<file path="src/rtl/core/ecsm_pkg.sv">
// ecsm_pkg: shared types, constants and state codes for the ec scalar multiply core
// no dependencies
`timescale 1ns / 1ps

package ecsm_pkg;

    localparam int FieldWidthDef  = 16;
    localparam int ScalarWidthDef = 16;

    localparam logic [15:0] CoeffAReset  = 16'd2;
    localparam logic [15:0] ModulusReset = 16'd17;

    // register indexes
    localparam logic CfgCoeffA  = 1'b0;
    localparam logic CfgModulus = 1'b1;

    typedef struct packed {
        logic [15:0] point_x;
        logic [15:0] point_y;
        logic [15:0] scalar;
    } ecsm_in_t;

    typedef struct packed {
        logic [15:0] result_x;
        logic [15:0] result_y;
        logic        at_infinity;
    } ecsm_out_t;

    // field unit operations
    typedef enum logic [1:0] {
        OP_MUL,
        OP_RED
    } ecsm_op_t;

    typedef struct packed {
        logic     start;
        ecsm_op_t op;
    } ecsm_fu_cmd_t;

    typedef struct packed {
        logic done;
    } ecsm_fu_sts_t;

    typedef enum logic [2:0] {
        FU_IDLE,
        FU_MUL,
        FU_RED,
        FU_DONE
    } ecsm_fu_state_t;

    // sequencer states
    typedef enum logic [4:0] {
        S_IDLE,
        S_RED_A,
        S_RED_X,
        S_RED_Y,
        S_BIT,
        S_DBL,
        S_ADD,
        S_D_XX,
        S_D_3,
        S_D_DEN,
        S_ADD_DEN,
        S_INV,
        S_LAM,
        S_LL,
        S_Y3,
        S_STEP,
        S_OUT
    } ecsm_state_t;

endpackage

</file>
<file path="src/rtl/core/ecsm_field_unit.sv">
// ecsm_field_unit: bit-serial modular multiply and modular reduce
// depends on ecsm_pkg
`timescale 1ns / 1ps

module ecsm_field_unit #(
    parameter int FIELD_WIDTH = ecsm_pkg::FieldWidthDef
) (
    input  logic                     clk,
    input  logic                     rst_n,
    input  ecsm_pkg::ecsm_fu_cmd_t   cmd,
    input  logic [FIELD_WIDTH-1:0]   op_a,
    input  logic [FIELD_WIDTH-1:0]   op_b,
    input  logic [FIELD_WIDTH-1:0]   modulus,
    output logic [FIELD_WIDTH-1:0]   result,
    output ecsm_pkg::ecsm_fu_sts_t   sts
);
    import ecsm_pkg::*;

    localparam int W  = FIELD_WIDTH;
    localparam int CW = $clog2(W + 1);

    ecsm_fu_state_t state_reg, state_next;
    logic [CW-1:0]  cnt_reg, cnt_next;
    logic [W-1:0]   acc_reg, acc_next;    // product / remainder work
    logic [W-1:0]   sh_reg, sh_next;      // multiplier or dividend shift
    logic [W-1:0]   r1_reg, r1_next;      // divisor
    logic [W-1:0]   t1_reg, t1_next;      // multiplicand

    // one conditional-subtract step helpers
    logic [W:0] dbl, dbl_sub, rem_sh, rem_sub;

    always_comb
    begin
        dbl      = {acc_reg, 1'b0};
        dbl_sub  = dbl - {1'b0, modulus};
        rem_sh   = {acc_reg, sh_reg[W-1]};
        rem_sub  = rem_sh - {1'b0, r1_reg};
    end

    always_ff @(posedge clk or negedge rst_n)
    begin
        if (!rst_n)
        begin
            state_reg <= FU_IDLE;
            cnt_reg   <= '0;
        end
        else
        begin
            state_reg <= state_next;
            cnt_reg   <= cnt_next;
        end
    end

    always_ff @(posedge clk)
    begin
        acc_reg <= acc_next;
        sh_reg  <= sh_next;
        r1_reg  <= r1_next;
        t1_reg  <= t1_next;
    end

    always_comb
    begin
        logic [W:0] s;
        logic [W:0] m;
        state_next = state_reg;
        cnt_next   = cnt_reg;
        acc_next   = acc_reg;
        sh_next    = sh_reg;
        r1_next    = r1_reg;
        t1_next    = t1_reg;
        s          = '0;
        m          = '0;
        case (state_reg)
            FU_IDLE:
            begin
                if (cmd.start)
                begin
                    acc_next = '0;
                    cnt_next = CW'(W);
                    case (cmd.op)
                        OP_MUL:
                        begin
                            sh_next    = op_b;
                            t1_next    = op_a;
                            state_next = FU_MUL;
                        end
                        OP_RED:
                        begin
                            // reduce op_a by long division by modulus
                            sh_next    = op_a;
                            r1_next    = modulus;
                            state_next = FU_RED;
                        end
                        default: state_next = FU_IDLE;
                    endcase
                end
            end
            FU_MUL:
            begin
                // msb-first double and add, operands already reduced
                s = dbl_sub[W] ? dbl : dbl_sub;
                if (sh_reg[W-1])
                begin
                    m = s + {1'b0, t1_reg};
                    s = (m >= {1'b0, modulus}) ? m - {1'b0, modulus} : m;
                end
                acc_next = s[W-1:0];
                sh_next  = {sh_reg[W-2:0], 1'b0};
                cnt_next = cnt_reg - 1'b1;
                if (cnt_reg == CW'(1))
                    state_next = FU_DONE;
            end
            FU_RED:
            begin
                // restoring division of sh_reg by r1_reg, remainder in acc_reg
                if (!rem_sub[W])
                    acc_next = rem_sub[W-1:0];
                else
                    acc_next = rem_sh[W-1:0];
                sh_next  = {sh_reg[W-2:0], ~rem_sub[W]};
                cnt_next = cnt_reg - 1'b1;
                if (cnt_reg == CW'(1))
                    state_next = FU_DONE;
            end
            FU_DONE:
            begin
                state_next = FU_IDLE;
            end
            default: state_next = FU_IDLE;
        endcase
    end

    assign result   = acc_reg;
    assign sts.done = (state_reg == FU_DONE);

endmodule

</file>
<file path="src/rtl/core/ec_point_scalar_multiply_core.sv">
// ec_point_scalar_multiply_core: top level of the ec scalar multiply core
// depends on ecsm_pkg and ecsm_field_unit
`timescale 1ns / 1ps
//
// usage:
//   load curve_coeff_a (index 0) and field_modulus (index 1) through cfg_we /
//   cfg_index / cfg_data while the core is idle; reset gives a = 2, p = 17
//   an item (point_x, point_y, scalar) is taken on in_valid with in_stall low;
//   in_stall stays high while an item is in progress
//   the core runs left-to-right double-and-add over SCALAR_WIDTH scalar bits
//   in affine coordinates; every field multiply and reduction runs in the
//   field unit, and each inverse runs the extended euclid loop locally, with
//   one bit-serial division and one bit-serial quotient multiply per step
//   a group operation is up to four multiplies (three for an addition) plus
//   an inverse
//   one item at a time; the result sits in an output register with out_valid
//   high until taken, and the next item is accepted while it waits
//   an asynchronous reset clears the sequencer state and drops out_valid and in_stall
//
module ec_point_scalar_multiply_core #(
    parameter int FIELD_WIDTH  = ecsm_pkg::FieldWidthDef,
    parameter int SCALAR_WIDTH = ecsm_pkg::ScalarWidthDef
) (
    input  logic               clk,
    input  logic               rst_n,
    input  logic               cfg_we,
    input  logic               cfg_index,
    input  logic [15:0]        cfg_data,
    input  logic               in_valid,
    output logic               in_stall,
    input  ecsm_pkg::ecsm_in_t in_data,
    output logic               out_valid,
    input  logic               out_stall,
    output ecsm_pkg::ecsm_out_t out_data
);
    import ecsm_pkg::*;

    localparam int W  = FIELD_WIDTH;
    localparam int KW = $clog2(SCALAR_WIDTH);

    // configuration
    logic [15:0] coeff_a_reg, modulus_reg;
    always_ff @(posedge clk or negedge rst_n)
    begin
        if (!rst_n)
        begin
            coeff_a_reg <= CoeffAReset;
            modulus_reg <= ModulusReset;
        end
        else if (cfg_we)
        begin
            if (cfg_index == CfgCoeffA)
                coeff_a_reg <= cfg_data;
            else
                coeff_a_reg <= coeff_a_reg;
            if (cfg_index == CfgModulus)
                modulus_reg <= cfg_data;
        end
    end

    logic [W-1:0] p;
    assign p = W'(modulus_reg);

    // sequencer registers
    ecsm_state_t  state_reg, state_next;
    logic [KW-1:0] bit_reg, bit_next;
    logic [SCALAR_WIDTH-1:0] k_reg, k_next;
    logic [W-1:0] a_reg, a_next, bx_reg, bx_next, by_reg, by_next;
    logic [W-1:0] ax_reg, ax_next, ay_reg, ay_next;
    logic         ainf_reg, ainf_next;
    logic [W-1:0] num_reg, num_next, den_reg, den_next, lam_reg, lam_next;
    logic [W-1:0] x3_reg, x3_next;
    logic [W-1:0] tx_reg, tx_next, ty_reg, ty_next;
    logic         dbl_reg, dbl_next;
    logic         busy_reg, busy_next;
    logic         ov_reg, ov_next;
    ecsm_out_t    od_reg, od_next;
    logic         fu_wait_reg, fu_wait_next;

    // euclid state (sequenced and divided here)
    logic [W-1:0] r0_reg, r0_next, r1_reg, r1_next;
    logic [W-1:0] e0_reg, e0_next, e1_reg, e1_next;   // coefficients mod p
    logic [1:0]   ph_reg, ph_next;

    ecsm_fu_cmd_t fu_cmd;
    ecsm_fu_sts_t fu_sts;
    logic [W-1:0] fu_a, fu_b, fu_res;

    // the field unit does multiplies and reductions only; euclid divisions
    // and quotient multiplies run locally below
    logic [W-1:0] fu_mod;

    ecsm_field_unit #(
        .FIELD_WIDTH (W)
    ) u_fu (
        .clk     (clk),
        .rst_n   (rst_n),
        .cmd     (fu_cmd),
        .op_a    (fu_a),
        .op_b    (fu_b),
        .modulus (fu_mod),
        .result  (fu_res),
        .sts     (fu_sts)
    );

    // bit-serial euclid division r0 / r1 done locally
    logic [W-1:0] dq_reg, dq_next, dr_reg, dr_next, dd_reg, dd_next;
    logic [$clog2(W+1)-1:0] dc_reg, dc_next;
    logic [W:0] dsh, dsb;
    // bit-serial q*e1 mod p (q < 2^W, e1 < p)
    logic [W-1:0] qm_reg, qm_next, qq_reg, qq_next;
    logic [W:0] qd, qds, qa, qas;

    always_comb
    begin
        dsh = {dr_reg, dd_reg[W-1]};
        dsb = dsh - {1'b0, r1_reg};
        qd  = {qm_reg, 1'b0};
        qds = (qd >= {1'b0, p}) ? qd - {1'b0, p} : qd;
        qa  = qds + {1'b0, e1_reg};
        qas = (qa >= {1'b0, p}) ? qa - {1'b0, p} : qa;
    end

    always_ff @(posedge clk or negedge rst_n)
    begin
        if (!rst_n)
        begin
            state_reg   <= S_IDLE;
            busy_reg    <= 1'b0;
            ov_reg      <= 1'b0;
            fu_wait_reg <= 1'b0;
            ph_reg      <= '0;
            dc_reg      <= '0;
        end
        else
        begin
            state_reg   <= state_next;
            busy_reg    <= busy_next;
            ov_reg      <= ov_next;
            fu_wait_reg <= fu_wait_next;
            ph_reg      <= ph_next;
            dc_reg      <= dc_next;
        end
    end

    always_ff @(posedge clk)
    begin
        bit_reg  <= bit_next;
        k_reg    <= k_next;
        a_reg    <= a_next;
        bx_reg   <= bx_next;
        by_reg   <= by_next;
        ax_reg   <= ax_next;
        ay_reg   <= ay_next;
        ainf_reg <= ainf_next;
        num_reg  <= num_next;
        den_reg  <= den_next;
        lam_reg  <= lam_next;
        x3_reg   <= x3_next;
        tx_reg   <= tx_next;
        ty_reg   <= ty_next;
        dbl_reg  <= dbl_next;
        od_reg   <= od_next;
        r0_reg   <= r0_next;
        r1_reg   <= r1_next;
        e0_reg   <= e0_next;
        e1_reg   <= e1_next;
        dq_reg   <= dq_next;
        dr_reg   <= dr_next;
        dd_reg   <= dd_next;
        qm_reg   <= qm_next;
        qq_reg   <= qq_next;
    end

    // modular add/sub helpers on reduced values
    function automatic logic [W-1:0] fadd(input logic [W-1:0] u, input logic [W-1:0] v,
                                          input logic [W-1:0] m);
        logic [W:0] s;
        s = {1'b0, u} + {1'b0, v};
        if (s >= {1'b0, m})
            s = s - {1'b0, m};
        return s[W-1:0];
    endfunction

    function automatic logic [W-1:0] fsub(input logic [W-1:0] u, input logic [W-1:0] v,
                                          input logic [W-1:0] m);
        logic [W:0] s;
        s = {1'b0, u} - {1'b0, v};
        if (s[W])
            s = s + {1'b0, m};
        return s[W-1:0];
    endfunction

    assign in_stall  = busy_reg;
    assign out_valid = ov_reg;
    assign out_data  = od_reg;

    always_comb
    begin
        logic [W-1:0] t;
        logic [W-1:0] e;
        state_next   = state_reg;
        bit_next     = bit_reg;
        k_next       = k_reg;
        a_next       = a_reg;
        bx_next      = bx_reg;
        by_next      = by_reg;
        ax_next      = ax_reg;
        ay_next      = ay_reg;
        ainf_next    = ainf_reg;
        num_next     = num_reg;
        den_next     = den_reg;
        lam_next     = lam_reg;
        x3_next      = x3_reg;
        tx_next      = tx_reg;
        ty_next      = ty_reg;
        dbl_next     = dbl_reg;
        busy_next    = busy_reg;
        ov_next      = ov_reg;
        od_next      = od_reg;
        fu_wait_next = fu_wait_reg;
        r0_next      = r0_reg;
        r1_next      = r1_reg;
        e0_next      = e0_reg;
        e1_next      = e1_reg;
        ph_next      = ph_reg;
        dq_next      = dq_reg;
        dr_next      = dr_reg;
        dd_next      = dd_reg;
        dc_next      = dc_reg;
        qm_next      = qm_reg;
        qq_next      = qq_reg;
        fu_cmd       = '{start: 1'b0, op: OP_MUL};
        fu_a         = '0;
        fu_b         = '0;
        fu_mod       = p;
        t            = '0;
        e            = '0;

        if (ov_reg && !out_stall)
            ov_next = 1'b0;

        case (state_reg)
            S_IDLE:
            begin
                if (in_valid && !busy_reg)
                begin
                    busy_next = 1'b1;
                    k_next    = SCALAR_WIDTH'(in_data.scalar);
                    bx_next   = W'(in_data.point_x);
                    by_next   = W'(in_data.point_y);
                    a_next    = W'(coeff_a_reg);
                    ainf_next = 1'b1;
                    ax_next   = '0;
                    ay_next   = '0;
                    bit_next  = KW'(SCALAR_WIDTH - 1);
                    if (p < W'(3))
                        state_next = S_OUT;
                    else
                        state_next = S_RED_A;
                end
            end
            S_RED_A, S_RED_X, S_RED_Y:
            begin
                // reduce a, x, y modulo p
                t = (state_reg == S_RED_A) ? a_reg : (state_reg == S_RED_X) ? bx_reg : by_reg;
                if (!fu_wait_reg)
                begin
                    fu_cmd       = '{start: 1'b1, op: OP_RED};
                    fu_a         = t;
                    fu_wait_next = 1'b1;
                end
                else if (fu_sts.done)
                begin
                    fu_wait_next = 1'b0;
                    case (state_reg)
                        S_RED_A: begin a_next  = fu_res; state_next = S_RED_X; end
                        S_RED_X: begin bx_next = fu_res; state_next = S_RED_Y; end
                        default: begin by_next = fu_res; state_next = S_BIT;   end
                    endcase
                end
            end
            S_BIT:
            begin
                // doubling of acc
                dbl_next = 1'b1;
                tx_next  = ax_reg;
                ty_next  = ay_reg;
                state_next = S_DBL;
            end
            S_DBL, S_ADD:
            begin
                // special cases of acc + (tx,ty); otherwise set up the slope numerator and denominator
                if (ainf_reg)
                begin
                    if (!dbl_reg)
                    begin
                        ax_next   = tx_reg;
                        ay_next   = ty_reg;
                        ainf_next = 1'b0;
                    end
                    state_next = S_STEP;
                end
                else if (ax_reg == tx_reg)
                begin
                    if (ay_reg != ty_reg || ay_reg == '0)
                    begin
                        ainf_next  = 1'b1;
                        state_next = S_STEP;
                    end
                    else
                        state_next = S_D_XX;
                end
                else
                begin
                    num_next   = fsub(ty_reg, ay_reg, p);
                    den_next   = fsub(tx_reg, ax_reg, p);
                    state_next = S_INV;
                    ph_next    = '0;
                end
            end
            S_D_XX:
            begin
                // num = 3*x^2 + a
                if (!fu_wait_reg)
                begin
                    fu_cmd       = '{start: 1'b1, op: OP_MUL};
                    fu_a         = ax_reg;
                    fu_b         = ax_reg;
                    fu_wait_next = 1'b1;
                end
                else if (fu_sts.done)
                begin
                    fu_wait_next = 1'b0;
                    t          = fadd(fu_res, fu_res, p);
                    num_next   = fadd(fadd(t, fu_res, p), a_reg, p);
                    state_next = S_D_DEN;
                end
            end
            S_D_3:
            begin
                state_next = S_D_DEN;
            end
            S_D_DEN:
            begin
                den_next   = fadd(ay_reg, ay_reg, p);
                ph_next    = '0;
                state_next = S_INV;
            end
            S_ADD_DEN:
            begin
                state_next = S_INV;
            end
            S_INV:
            begin
                // extended euclid: r0=p, r1=den, e0=0, e1=1 (coefficients mod p)
                case (ph_reg)
                    2'd0:
                    begin
                        r0_next = p;
                        r1_next = den_reg;
                        e0_next = '0;
                        e1_next = W'(1);
                        ph_next = 2'd1;
                    end
                    2'd1:
                    begin
                        if (r1_reg == '0)
                        begin
                            if (r0_reg != W'(1))
                            begin
                                ainf_next  = 1'b1;
                                state_next = S_STEP;
                            end
                            else
                            begin
                                den_next   = e0_reg;
                                state_next = S_LAM;
                            end
                        end
                        else
                        begin
                            // start division r0 / r1
                            dd_next = r0_reg;
                            dr_next = '0;
                            dq_next = '0;
                            dc_next = ($clog2(W+1))'(W);
                            ph_next = 2'd2;
                        end
                    end
                    2'd2:
                    begin
                        // one quotient bit per cycle
                        if (dc_reg != '0)
                        begin
                            if (!dsb[W])
                                dr_next = dsb[W-1:0];
                            else
                                dr_next = dsh[W-1:0];
                            dq_next = {dq_reg[W-2:0], ~dsb[W]};
                            dd_next = {dd_reg[W-2:0], 1'b0};
                            dc_next = dc_reg - 1'b1;
                        end
                        else
                        begin
                            // q*e1 mod p, one quotient bit per cycle
                            qq_next = dq_reg;
                            qm_next = '0;
                            dc_next = ($clog2(W+1))'(W);
                            ph_next = 2'd3;
                        end
                    end
                    default:
                    begin
                        if (dc_reg != '0)
                        begin
                            qm_next = qq_reg[W-1] ? qas[W-1:0] : qds[W-1:0];
                            qq_next = {qq_reg[W-2:0], 1'b0};
                            dc_next = dc_reg - 1'b1;
                        end
                        else
                        begin
                            r0_next = r1_reg;
                            r1_next = dr_reg;
                            e = fsub(e0_reg, qm_reg, p);
                            e0_next = e1_reg;
                            e1_next = e;
                            ph_next = 2'd1;
                        end
                    end
                endcase
            end
            S_LAM:
            begin
                // lambda = num * inv
                if (!fu_wait_reg)
                begin
                    fu_cmd       = '{start: 1'b1, op: OP_MUL};
                    fu_a         = num_reg;
                    fu_b         = den_reg;
                    fu_wait_next = 1'b1;
                end
                else if (fu_sts.done)
                begin
                    fu_wait_next = 1'b0;
                    lam_next     = fu_res;
                    state_next   = S_LL;
                end
            end
            S_LL:
            begin
                // x3 = lambda^2 - x1 - x2
                if (!fu_wait_reg)
                begin
                    fu_cmd       = '{start: 1'b1, op: OP_MUL};
                    fu_a         = lam_reg;
                    fu_b         = lam_reg;
                    fu_wait_next = 1'b1;
                end
                else if (fu_sts.done)
                begin
                    fu_wait_next = 1'b0;
                    x3_next      = fsub(fsub(fu_res, ax_reg, p), tx_reg, p);
                    state_next   = S_Y3;
                end
            end
            S_Y3:
            begin
                // y3 = lambda*(x1 - x3) - y1
                if (!fu_wait_reg)
                begin
                    fu_cmd       = '{start: 1'b1, op: OP_MUL};
                    fu_a         = lam_reg;
                    fu_b         = fsub(ax_reg, x3_reg, p);
                    fu_wait_next = 1'b1;
                end
                else if (fu_sts.done)
                begin
                    fu_wait_next = 1'b0;
                    ay_next      = fsub(fu_res, ay_reg, p);
                    ax_next      = x3_reg;
                    ainf_next    = 1'b0;
                    state_next   = S_STEP;
                end
            end
            S_STEP:
            begin
                // after a doubling, add the base if the bit is set; otherwise move to the next bit or to the output
                if (dbl_reg && k_reg[bit_reg])
                begin
                    dbl_next   = 1'b0;
                    tx_next    = bx_reg;
                    ty_next    = by_reg;
                    state_next = S_ADD;
                end
                else if (bit_reg == '0)
                    state_next = S_OUT;
                else
                begin
                    bit_next   = bit_reg - 1'b1;
                    state_next = S_BIT;
                end
            end
            S_OUT:
            begin
                // wait for the output register to free up
                if (!ov_reg || !out_stall)
                begin
                    ov_next = 1'b1;
                    od_next.at_infinity = ainf_reg;
                    od_next.result_x    = ainf_reg ? 16'd0 : 16'(ax_reg);
                    od_next.result_y    = ainf_reg ? 16'd0 : 16'(ay_reg);
                    busy_next  = 1'b0;
                    state_next = S_IDLE;
                end
            end
            default: state_next = S_IDLE;
        endcase
    end

endmodule
</file>
<file path="config.mk">
export PLATFORM = sky130hd
export DESIGN_NAME = ec_point_scalar_multiply_core
export DESIGN_NICKNAME = d
export VERILOG_FILES = /design/src/rtl/core/ecsm_pkg.sv /design/src/rtl/core/ecsm_field_unit.sv /design/src/rtl/core/ec_point_scalar_multiply_core.sv
export SDC_FILE = /design/constraint.sdc
export NUM_CORES = 2
export LEC_CHECK = 0
export ABC_AREA = 1
export BUFFER_PORTS_ARGS = -buffer_cell sky130_fd_sc_hd__clkbuf_2
export CORE_UTILIZATION = 55
export CTS_BUF_LIST = sky130_fd_sc_hd__clkbuf_16
export DETAILED_ROUTE_END_ITERATION = 10
export GPL_TIMING_DRIVEN = 0
export PLACE_DENSITY_LB_ADDON = 0.15
export SLEW_MARGIN = 20
export SYNTH_ARGS = -nofsm -noshare
export SYNTH_HDL_FRONTEND = slang
export SYNTH_SLANG_ARGS = --single-unit
export TNS_END_PERCENT = 50
</file>
<file path="constraint.sdc">
create_clock -name clk -period 11.4 [get_ports clk]
set_input_delay 0.57 -clock clk [delete_from_list [all_inputs] [get_ports clk]]
set_output_delay 0.57 -clock clk [all_outputs]
set_load 0.03 [all_outputs]
</file>
==> flow_metrics.tcl <==
set metrics [dict create \
    io_pins 105 \
    synth_cell_types 67 \
    h-tree-depth 2 \
    yosys.area_share.simple 0.256 \
    drt_iter0_markers 5128 \
    nets 6860 \
    syn_inst 6095 \
    max_freq_mhz 94.1 \
    period_needed_ps 10630 \
    largest_reg_flops 33 \
    totalWireLength_mm 175 \
    period_share 0.932 \
    r2r_start "fu_mod[8]$_DFFE_PN0P_" \
    rsz0062_at_grt "false" \
    place_hpwl_mm 137 \
    whs_path_depth 1 \
    maxCapViolCount 0 \
    die_area_um2 83100 \
    tns_ps 0 \
    final.setup_skew_ps 54.6 \
    clock_sinks 493 \
    synth_edf_count 439 \
    syn_nets 6633 \
    drc 0 \
    seq_area_frac_synth 0.322 \
    async_reset_ff_frac 0.110 \
    critPathArrivalTime_ps 10980 \
    place_congestion 1.05 \
    via_per_inst 6.02 \
    num_vias 44800 \
    setup_viol 0 \
    grt_pass1_vias 41600 \
    ff2ff_path_depth 52 \
    rrSetupSlack_ps 770 \
    yosysWarnings 0 \
    critPathSlowestCell "dfrtp_2" \
    die_height_um 288 \
    worstHoldStart "in_data[4]" \
    synthAdderAreaFrac 0.134 \
    cp_max_fo 12 \
    fin_hold_ws_ps 78.4 \
    setup.worst_path.end_class "register" \
    worstReg2RegEnd "num_reg[10]$_DFFE_PP_" \
    final_core_util 0.616 \
    cp_common_cell "nand2_1" \
    fp.dieW_um 288 \
    initial_core_util 0.558 \
    place.port_buffers 104 \
    cpPeakStageDelay_ps 980 \
    drtPass1Iterations 7 \
    cts_tree "yes" \
    grt_start_max_net_pins 43 \
    slew-limit-headroom 0.142 \
    cp-start-kind "register" \
    core_area_um2 80800 \
    synth_top_family_by_area "simple AND/OR/NAND/NOR gates" \
    rows 104 \
    cts_made_buffers 56 \
    synth_xor_area_frac 0.0573 \
    hold_viol 0 \
    grt_pass1_wl_mm 254 \
    max_slew.worst_pin.slew_ps 1290 \
    ant_nets 0 \
    clk_pin_slew_ps 60 \
    wl_per_cell_um 23.5 \
    syn_avg_cell_area_um2 7.40 \
    overflow 0 \
    synth_seq_cells 493 \
    netlist_area_um2 45100 \
    synth_compound_area_frac 0.150 \
    grt_usage 0.413 \
    drv_slew 0 \
    area_growth_pct 10.4 \
    criticalPathCategory "register to register" \
    worst_skew_pair.late_latency_ps 670 \
    whs_endpoint "k_reg[4]$_DFFE_PP_" \
    clockBufferDepth 3 \
    antenna_found_initial 18 \
    hp-class "input port to register" \
    worstPathRequired_ps 11750 \
    synth_flop_cell "edfxtp_1" \
    status "finished clean" \
    cts_root_buffer "clkbuf_16" \
    synthMuxAreaShare 0 \
    drive_gt1_frac 0.0711 \
]
repair_timing:
action,CTS,global route
endpoints found under the hold margin,12,0
resized for setup,0,10
endpoints found under the setup margin,0,16
setup buffers,0,34
hold buffers,1,0
worst max path at each step:
stage	cells past startpoint	from	end
global route	61	fu_mod[6]$_DFFE_PN0P_	num_reg[13]$_DFFE_PP_
finish	52	fu_mod[8]$_DFFE_PN0P_	num_reg[10]$_DFFE_PP_
CTS	60	fu_mod[4]$_DFFE_PN1P_	num_reg[13]$_DFFE_PP_
floorplan	58	fu_mod[1]$_DFFE_PN0P_	num_reg[14]$_DFFE_PP_
global placement	57	fu_mod[15]$_DFFE_PN0P_	num_reg[12]$_DFFE_PP_
detailed placement	60	fu_mod[4]$_DFFE_PN1P_	num_reg[11]$_DFFE_PP_
layer usage:
| layer | GRT usage | part of all wire | vias to the layer above |
|---|---|---|---|
| met1 | 0.541 | 0.40 | 20800 |
| li1 | - | - | 21100 |
| met3 | 0.112 | 0.12 | 534 |
| met4 | 0.223 | 0.058 | 8 |
| met5 | 0 | 0.00039 | - |
| met2 | 0.619 | 0.42 | 2342 |
synth_stat cells (41+ instances only):
library cell | number | area (um2)
nand2_1 | 1623 | 6090
inv_1 | 781 | 2930
nand3_1 | 473 | 2370
a21oi_1 | 462 | 2310
ha_1 | 441 | 5520
edfxtp_1 | 439 | 13200
o21ai_0 | 403 | 2020
nor2_1 | 355 | 1330
xor2_1 | 202 | 1770
xnor2_1 | 91 | 797
clkbuf_1 | 78 | 293
nand4_1 | 72 | 450
nor3_1 | 67 | 335
o211ai_1 | 57 | 428
dfrtp_1 | 51 | 1280
o21bai_1 | 41 | 308
cell type report:
class	instances	area [um2]
Buffer	135	619
Antenna cell	13	32.5
Multi-Input combinational cell	4668	27000
Tap cell	1060	1330
Fill cell	7501	31000
Sequential cell	493	14600
Inverter	799	3030
Timing Repair Buffer	169	1350
Clock inverter	50	450
Clock buffer	56	1400
stage by stage:
stage / area (um2) / worst slack (ps) / cells
after floorplan: 45100 / 2990 / 6095
after global placement: 46900 / -1600 / 7259
after detailed placement: 47600 / 543 / 7286
after CTS: 49400 / 451 / 7393
after global routing: 49800 / 121 / 7432
final: 49800 / 770 / 7443
critical path, delay by kind of cell (launching register included):
| kind | cells | cell delay [ps] |
|---|---|---|
| xor gates and xnor gates | 1 | 350 |
| and+or+nand+nor | 24 | 2640 |
| adders and majority gates | 6 | 2090 |
| buffers and inverters | 9 | 1700 |
| DFF | 1 | 980 |
| AOI/OAI and AO/OA | 12 | 2520 |
layout by cell type, fill, tap and decap left out, types with 41 or more instances in the layout:
cell type and n:
nand2_1 1623, nand3_1 473, o21ai_0 402, buf_4 47
a21oi_1 462, clkbuf_1 77, nor3_1 66, xnor2_1 91
clkbuf_2 104, clkbuf_16 56, o21bai_1 41, edfxtp_1 439
xor2_1 202, ha_1 441, nor2_1 344, inv_1 780
nand4_1 72, o211ai_1 57
logic make-up after synthesis:
group | count (synthesis)
and+or+nand+nor | 2718
xor gates and xnor gates | 294
DFF | 493
buffers and inverters | 934
adders and majority gates | 468
AOI/OAI and AO/OA | 1188
Power is not shown: default switching activity piles up to over one toggle a cycle in this logic, so the estimate is an artifact.
